[src/hdl/mma_pkg.sv]
package mma_pkg;

  localparam int SAMPLE_W  = 12;
  localparam int CHANNEL_W = 4;
  localparam int APB_DATA_W = 32;
  localparam int APB_ADDR_W = 3;

  localparam logic [SAMPLE_W-1:0] CLAMP_LIMIT_RESET = 12'hFFF;

  typedef enum logic {
    CFG_CLAMP_LIMIT = 1'b0,
    CFG_UNUSED      = 1'b1
  } cfg_reg_t;

endpackage

[src/hdl/multichannel_moving_average.sv]
// Channel   Handshake                   Word
// sample    sample_valid / sample_stall channel, sample
// result    result_valid / result_stall average, channel_error
// config    APB psel / penable          clamp_limit at byte address 0
//
// One word per cycle while sample_stall is low; a taken word's result is
// registered in the s1 stage and then in the result register. The sample ring
// is one memory of CHANNELS*WINDOW entries, read when a word is taken and
// written back when that word leaves the s1 stage. After reset a clearing
// pass zeroes every ring entry; sample_stall stays high for it. A held result
// stalls the sample side only once the middle stage is also full.
module multichannel_moving_average import mma_pkg::*; #(
  parameter int CHANNELS = 8,
  parameter int WINDOW   = 8
) (
  input  logic                  clk,
  input  logic                  rst,
  input  logic                  sample_valid,
  output logic                  sample_stall,
  input  logic [CHANNEL_W-1:0]  channel,
  input  logic [SAMPLE_W-1:0]   sample,
  output logic                  result_valid,
  input  logic                  result_stall,
  output logic [SAMPLE_W-1:0]   average,
  output logic                  channel_error,
  input  logic                  psel,
  input  logic                  penable,
  input  logic                  pwrite,
  input  logic [APB_ADDR_W-1:0] paddr,
  input  logic [APB_DATA_W-1:0] pwdata,
  output logic [APB_DATA_W-1:0] prdata,
  output logic                  pready
);

  localparam int CH_W       = (CHANNELS > 1) ? $clog2(CHANNELS) : 1;
  localparam int POS_W      = $clog2(WINDOW);
  localparam int SUM_W      = SAMPLE_W + POS_W;
  localparam int RING_DEPTH = CHANNELS * WINDOW;
  localparam int ADDR_W     = $clog2(RING_DEPTH);
  localparam int DIV_SHIFT  = SUM_W + POS_W;
  localparam int DIV_MULT   = ((1 << DIV_SHIFT) + WINDOW - 1) / WINDOW;
  localparam int MULT_W     = SUM_W + 2;
  localparam int PROD_W     = SUM_W + MULT_W;

  logic [SAMPLE_W-1:0] clamp_limit;
  logic                clearing;
  logic [ADDR_W-1:0]   clear_addr;

  logic [POS_W-1:0]    position [CHANNELS];
  logic [SUM_W-1:0]    sum      [CHANNELS];
  logic [SAMPLE_W-1:0] ring     [RING_DEPTH];

  logic                s1_valid;
  logic                s1_error;
  logic [CH_W-1:0]     s1_ch;
  logic [SAMPLE_W-1:0] s1_sample;
  logic [ADDR_W-1:0]   s1_addr;
  logic [SAMPLE_W-1:0] s1_old;

  logic                accept;
  logic                s1_advance;
  logic                channel_ok;
  logic [CH_W-1:0]     ch_idx;
  logic [POS_W-1:0]    cur_pos;
  logic [SAMPLE_W-1:0] clamped;
  logic [ADDR_W-1:0]   rd_addr;
  logic [SUM_W-1:0]    sum_next;
  logic [PROD_W-1:0]   product;
  logic [SAMPLE_W-1:0] quotient;
  logic                cfg_write;

  assign pready     = 1'b1;
  assign cfg_write  = psel && penable && pwrite && pready;

  assign accept     = sample_valid && !sample_stall;
  assign s1_advance = s1_valid && (!result_valid || !result_stall);
  assign sample_stall = clearing || (s1_valid && !s1_advance);

  assign channel_ok = {1'b0, channel} < (CHANNEL_W + 1)'(CHANNELS);
  assign ch_idx     = channel[CH_W-1:0];
  assign cur_pos    = position[ch_idx];
  assign clamped    = (sample > clamp_limit) ? clamp_limit : sample;
  assign rd_addr    = ADDR_W'(ch_idx) * ADDR_W'(WINDOW) + ADDR_W'(cur_pos);

  assign sum_next = sum[s1_ch] - SUM_W'(s1_old) + SUM_W'(s1_sample);
  assign product  = PROD_W'(sum_next) * PROD_W'(DIV_MULT);
  assign quotient = product[DIV_SHIFT +: SAMPLE_W];

  always_comb begin
    prdata = '0;
    unique case (cfg_reg_t'(paddr[2]))
      CFG_CLAMP_LIMIT: prdata = APB_DATA_W'(clamp_limit);
      default:         prdata = '0;
    endcase
  end

  always_ff @(posedge clk) begin
    if (rst) begin
      clamp_limit <= CLAMP_LIMIT_RESET;
    end else if (cfg_write && cfg_reg_t'(paddr[2]) == CFG_CLAMP_LIMIT) begin
      clamp_limit <= pwdata[SAMPLE_W-1:0];
    end
  end

  always_ff @(posedge clk) begin
    if (rst) begin
      clearing   <= 1'b1;
      clear_addr <= '0;
    end else if (clearing) begin
      if (clear_addr == ADDR_W'(RING_DEPTH - 1)) begin
        clearing <= 1'b0;
      end else begin
        clear_addr <= clear_addr + 1'b1;
      end
    end
  end

  always_ff @(posedge clk) begin
    if (rst) begin
      for (int i = 0; i < CHANNELS; i++) begin
        position[i] <= '0;
        sum[i]      <= '0;
      end
    end else begin
      if (accept && channel_ok) begin
        position[ch_idx] <= (cur_pos == POS_W'(WINDOW - 1)) ? '0 : cur_pos + 1'b1;
      end
      if (s1_advance && !s1_error) begin
        sum[s1_ch] <= sum_next;
      end
    end
  end

  // ring memory: clear, write back, read on take
  always_ff @(posedge clk) begin
    if (clearing) begin
      ring[clear_addr] <= '0;
    end else if (s1_advance && !s1_error) begin
      ring[s1_addr] <= s1_sample;
    end
    if (accept && channel_ok) begin
      s1_old <= ring[rd_addr];
    end
  end

  always_ff @(posedge clk) begin
    if (rst) begin
      s1_valid <= 1'b0;
    end else if (accept) begin
      s1_valid <= 1'b1;
    end else if (s1_advance) begin
      s1_valid <= 1'b0;
    end
  end

  always_ff @(posedge clk) begin
    if (accept) begin
      s1_error  <= !channel_ok;
      s1_ch     <= ch_idx;
      s1_sample <= channel_ok ? clamped : sample;
      s1_addr   <= rd_addr;
    end
  end

  always_ff @(posedge clk) begin
    if (rst) begin
      result_valid <= 1'b0;
    end else if (s1_advance) begin
      result_valid <= 1'b1;
    end else if (!result_stall) begin
      result_valid <= 1'b0;
    end
  end

  always_ff @(posedge clk) begin
    if (s1_advance) begin
      average       <= s1_error ? s1_sample : quotient;
      channel_error <= s1_error;
    end
  end

endmodule

[config.mk]
export PLATFORM = sky130hd
export DESIGN_NAME = multichannel_moving_average
export DESIGN_NICKNAME = d
export VERILOG_FILES = /design/src/hdl/mma_pkg.sv /design/src/hdl/multichannel_moving_average.sv
export SDC_FILE = /design/constraint.sdc
export NUM_CORES = 1
export LEC_CHECK = 0
export BUFFER_PORTS_ARGS = -buffer_cell sky130_fd_sc_hd__buf_4
export CAP_MARGIN = 10
export CORE_MARGIN = 5
export CORE_UTILIZATION = 31
export DETAILED_ROUTE_END_ITERATION = 8
export HOLD_SLACK_MARGIN = 0.12
export PLACE_DENSITY = 0.56
export RECOVER_POWER = 25
export REMOVE_ABC_BUFFERS = 1
export SYNTH_ARGS = -nofsm -noshare
export SYNTH_HDL_FRONTEND = slang
export SYNTH_SLANG_ARGS = --single-unit
[constraint.sdc]
create_clock -name clk -period 13.6 [get_ports clk]
set_input_delay 4.08 -clock clk [delete_from_list [all_inputs] [get_ports clk]]
set_output_delay 4.08 -clock clk [all_outputs]
set_load 0.1 [all_outputs]
Word-level counts from Yosys, hierarchy flattened:

Memories as Yosys holds them, arrays and structs flattened. A register that Yosys moved wholly into a read port is not among the register bits.
Index checks and enable logic that the tools add are counted.

* bits in registers: 56
* RAM bits: 912
* memories: 3

Memories
* ring: words 64, width 12, read ports 1, clocked after Yosys merged registers in 1, write ports 1, RTL line multichannel_moving_average.sv:51 `logic [SAMPLE_W-1:0] ring [RING_DEPTH];`
* sum: words 8, width 15, read ports 1, clocked after Yosys merged registers in 1, write ports 8, RTL line multichannel_moving_average.sv:50 `logic [SUM_W-1:0] sum [CHANNELS];`
* position: words 8, width 3, read ports 1, clocked after Yosys merged registers in 0, write ports 8, RTL line multichannel_moving_average.sv:49 `logic [POS_W-1:0] position [CHANNELS];`

* $add $sub $neg: 5
* magnitude comparators: 2
* equal/unequal tests: 3
* mux-type cells: 33
* bitwise gates (word level): 2
* reductions and logical operators: 21

Operators with widths (count)
* 12-bit two-way mux: 5
* 1-bit two-way mux: 21
* 15-bit by 12-bit adder with 15-bit output: 1
* 15-bit two-way mux: 1
* 3-bit two-way mux: 5
* 15-bit OR reduction: 1
* 15-bit by 12-bit subtractor with 15-bit output: 1
* 12-bit > comparator: 1
* 12-bit OR reduction: 1
* 1-bit logical AND: 8
* 6-bit by 1-bit adder with 6-bit output (second input constant): 1
* 6-bit by 3-bit adder with 6-bit output: 1
* 6-bit equality test (second input constant): 1
* 1-bit logical NOT: 6
* 6-bit two-way mux: 1
* 4-bit less-than comparator (second input constant): 1
* 3-bit by 1-bit adder with 3-bit output (second input constant): 1
* 3-bit equality test (second input constant): 1
* 3-bit OR reduction: 1
* 1-bit logical OR: 2
* 2-bit by 1-bit != test with 1-bit output (second input constant): 1
* 1-bit inverter: 2
* 2-bit AND reduction: 1
* 2-bit nonzero test: 1

Logic depth before layout (Yosys ltp):

* depth after elaboration: 14
* mapped depth: 17
* gate-level depth less buffers: 14

Worst setup path before layout:

Ideal clock, no wire load.

* path type: input -> output
* from: input paddr[2]
* to: output prdata[10]
* arrival: 5.528 ns
* data required time: 9.520 ns
* setup slack: 3.992 ns
* cell stages on the path: 2
* path buffers: 1
* cell sequence: buf_1 > nor2_1

* word-level cells in the longest chain between the ends: 1

RTL lines
* start: declaration: RTL line multichannel_moving_average.sv:29 `input logic [APB_ADDR_W-1:0] paddr,`
* 12-bit two-way mux: RTL line multichannel_moving_average.sv:91 `unique case (cfg_reg_t'(paddr[2]))`
* end: declaration: RTL line multichannel_moving_average.sv:31 `output logic [APB_DATA_W-1:0] prdata,`

Every way passes these cells.

Final worst setup path:

* from: input result_stall
* to: memory ring[45][0] (data pin)

* word-level cells in the longest chain between the ends: 9

RTL lines
* start: declaration: RTL line multichannel_moving_average.sv:23 `input logic result_stall,`
* 1-bit logical NOT
* 1-bit logical OR: RTL line multichannel_moving_average.sv:76 `assign s1_advance = s1_valid && (!result_valid || !result_stall);`
* 1-bit logical AND: RTL line multichannel_moving_average.sv:76
* net s1_advance: RTL line multichannel_moving_average.sv:61 `logic s1_advance;`
* 1-bit logical AND: RTL line multichannel_moving_average.sv:138 `end else if (s1_advance && !s1_error) begin`
* 1-bit two-way mux: RTL line multichannel_moving_average.sv:138
* 1-bit two-way mux: RTL line multichannel_moving_average.sv:136 `if (clearing) begin`
* 1-bit two-way mux (implied by the code): RTL line multichannel_moving_average.sv:139 `ring[s1_addr] <= s1_sample;`
* 12-bit OR reduction (no line)
* 12-bit two-way mux (no line)
* end: declaration: RTL line multichannel_moving_average.sv:51

The timed path passes the listed nets, and every way through them passes these cells.

==> results.json <==
{
  "crit_chain": "clkbuf_1, a21boi_0, nand2_1, nor2_1, clkbuf_1, and2_2, clkbuf_1",
  "coreArea_um2": 133000,
  "hold_viol": 0,
  "synth_warnings": 0,
  "ys_seq_area_share_pct": 70.6,
  "drtPass1Iterations": 5,
  "ys_seq_elements": 980,
  "synthSimpleGateAreaFrac_pct": 9.20,
  "cp.arrival_ps": 10310,
  "ctsHoldBuffers": 0,
  "utilization_pct": 35.3,
  "yosysTopAreaCellShare_pct": 69.4,
  "irDropWorstVdd_uv": 126,
  "critPathSlowestCell": "clkbuf_1",
  "clkTransAtPathRegs_ps": 60,
  "critPathLaunchType": "primary input",
  "start_util_pct": 31.1,
  "cts_buffers": 103,
  "grt_pass1_vias": 23000,
  "drv_cap": 4,
  "synth_top_family_by_area": "simple AND/OR/NAND/NOR gates",
  "nNetsFinal": 2861,
  "synth_compound_area_share_pct": 6.97,
  "yosys.cell_count.top_type": "edfxtp_1",
  "ys.flop_type": "edfxtp_1",
  "synthAdderAreaFrac_pct": 1.49,
  "synth_edf_count": 956,
  "tns_ps": 0,
  "status": "complete, but fails checks",
  "syn_avg_cell_area_um2": 15.4,
  "worstPathMaxFanout": 64,
  "max-slew-margin-rel_pct": -130,
  "cts_tree": "done",
  "yosys.area.top_type": "edfxtp_1",
  "viasPerCell": 5.20,
  "dieArea_um2": 141000,
  "cts_setup_buffers": 0,
  "layout_setup_ws_ps": 3270,
  "yosys.area_share.xor_xnor_pct": 0.381,
  "drive_above_1_share_pct": 14.8,
  "antenna_found_initial": 1,
  "synth_mux_area_share_pct": 8.42,
  "antenna_left": 0,
  "drc_errors": 0,
  "route.detailed.wl_per_inst_um": 24.6,
  "finalWirelength_mm": 114,
  "cp_slowest_stage_delay_ps": 2400,
  "diodes": 0,
  "rsz0062_at_grt": "false",
  "endpoint_kind": "flop",
  "violations": "capacitance limit, slew limit",
  "grt_pass1_wl_mm": 163,
  "required_ps": 13570,
  "placed_area_um2": 43900,
  "cts_buffer_depth": 3,
  "ys_types": 69,
  "crit_buf_inv": 3,
  "port_buffers": 62,
  "hold_path_class": "flop to flop",
  "die_w_um": 375,
  "routabilityCongestion": 0.876,
  "num_io_pins": 106,
  "post-place-ws_ps": 3530,
  "die_h_um": 375,
  "min_period_ps": 10330,
  "synth_commonest_cells": "edfxtp_1, nand2_1, nor2_1, and3_1, mux4_2",
  "std_cell_rows": 134,
  "critPathTopFamily": "buffers and inverters",
  "grt_usage_pct": 15.6,
  "worstSetupPathType": "primary input to flop",
  "postSynthCellCount": 2679,
  "leakagePower_nw": 15.8,
  "powerDensity_nw_per_um2": 138,
  "worst_path_most_repeated_cell": "clkbuf_1",
  "syn_to_final_growth_pct": 13.5,
  "total_power_mw": 6.47,
  "synth_async_sr_flop_share_pct": 0,
  "min_period_over_period_pct": 76.0,
  "final_cell_area_um2": 46900,
  "clock_skew_ps": 32.6,
  "grt_max_degree": 128,
  "synth.area.top_cells": "edfxtp_1, mux4_2, nand2_1",
  "cts_htree_levels": 3,
  "initialDrtViolationCount": 2603,
  "synth_area_um2": 41300,
  "setup_viol": 0,
  "root_buffer": "clkbuf_16",
  "clock.fmax_mhz": 96.8,
  "clk_latency_ps": 690,
  "final_max_slew_viol_count": 138,
  "cts_resized": 0,
  "dpl.hpwl_mm": 68.7,
  "vias": 24000,
  "gr-total-overflow": 0,
  "tightest_slew_ps": 3450,
  "cts_num_sinks": 980
}
[sequential cells by signal, indices dropped and copies added, names as in the netlist, named ones only]
| signal | cells |
|---|---|
| ring | 768 |
| sum | 120 |
| position | 24 |
| average | 12 |
| clamp_limit | 12 |
| s1_old | 12 |
| s1_sample | 12 |
| clear_addr | 6 |
| s1_addr | 3 |
| s1_ch | 3 |
| channel_error | 1 |
| clearing | 1 |
| result_valid | 1 |
| s1_error | 1 |
| s1_valid | 1 |
[report_power, final]
group | leakage (nW) | switching, mW | internal [mW] | total [mW]
clock network | 1.57 | 1.16 | 1.52 | 2.68
registers | 9.23 | 0.00847 | 3.31 | 3.31
logic | 5.02 | 0.344 | 0.134 | 0.479
total | 15.8 | 1.52 | 4.95 | 6.47
[final timing paths]
path                start     endpoint  slack [ps]  depth (start not counted)
min reg2reg  result_valid     s1_valid         510                          2
max reg2reg      s1_valid  ring[45][0]        6400                          6
max          result_stall  ring[45][0]        3270                          7
min          result_valid     s1_valid         510                          2
[cell families after synthesis]
kind of cell / Yosys count
buffers and inverters: 251
and+or+nand+nor: 831
AOI/OAI and AO/OA: 353
DFF: 980
other: 2
adders and majority gates: 42
muxes: 202
xor gates and xnor gates: 18
[worst reg2reg max path, cell delays in order (launching register included)]
cell	delay (ps)
dfxtp_1	370
a21boi_0	1980
nand2_1	310
nor2_1	190
clkbuf_1	860
and2_2	300
clkbuf_1	2400
[layout make-up]
cell class | instances | area, um^2
Fill cell | 12600 | 86000
Inverter | 68 | 273
Clock inverter | 64 | 473
Tap cell | 1768 | 2210
Clock buffer | 130 | 2730
Multi-Input combinational cell | 1467 | 11100
Sequential cell | 980 | 29200
Timing Repair Buffer | 141 | 906
[layer usage]
layer | vias to the layer above | global-route usage, % | part of all wire (%) | routed length [um]
li1 | 10600 | - | - | -
met1 | 12300 | 22.4 | 44 | 50000
met2 | 910 | 24.2 | 46 | 52300
met3 | 185 | 2.37 | 6.6 | 7500
met4 | 0 | 5.37 | 3.5 | 3940
met5 | - | 0 | 0 | 0
[through the flow]
step | std cells | hold slack, ps
2_1_floorplan | 2515 | 475
3_3_place_gp | 4418 | 492
3_5_place_dp | 4419 | 505
4_1_cts | 4613 | 521
5_1_grt | 4618 | 560
6_report | 4618 | 510
[placed cells by master, fill, tap and decap left out, types with 13 or more instances in the layout]
master,n
edfxtp_1,956
mux2i_1,71
o21ai_0,34
clkbuf_16,104
o211ai_1,20
dfxtp_1,23
a31o_2,21
clkinv_2,22
nor2_4,13
a31oi_1,23
and3_1,116
nand4_1,41
nand3_1,69
inv_1,65
or3_1,15
nor3_1,37
a2111oi_1,24
nand2_1,270
a22oi_1,36
clkbuf_1,69
a2111oi_0,46
a211o_1,39
a211oi_1,37
a21oi_1,15
mux4_2,115
nor2_1,231
conb_1,21
buf_4,92
clkinv_1,30
ha_1,30
(Power assumes the default switching activity.)
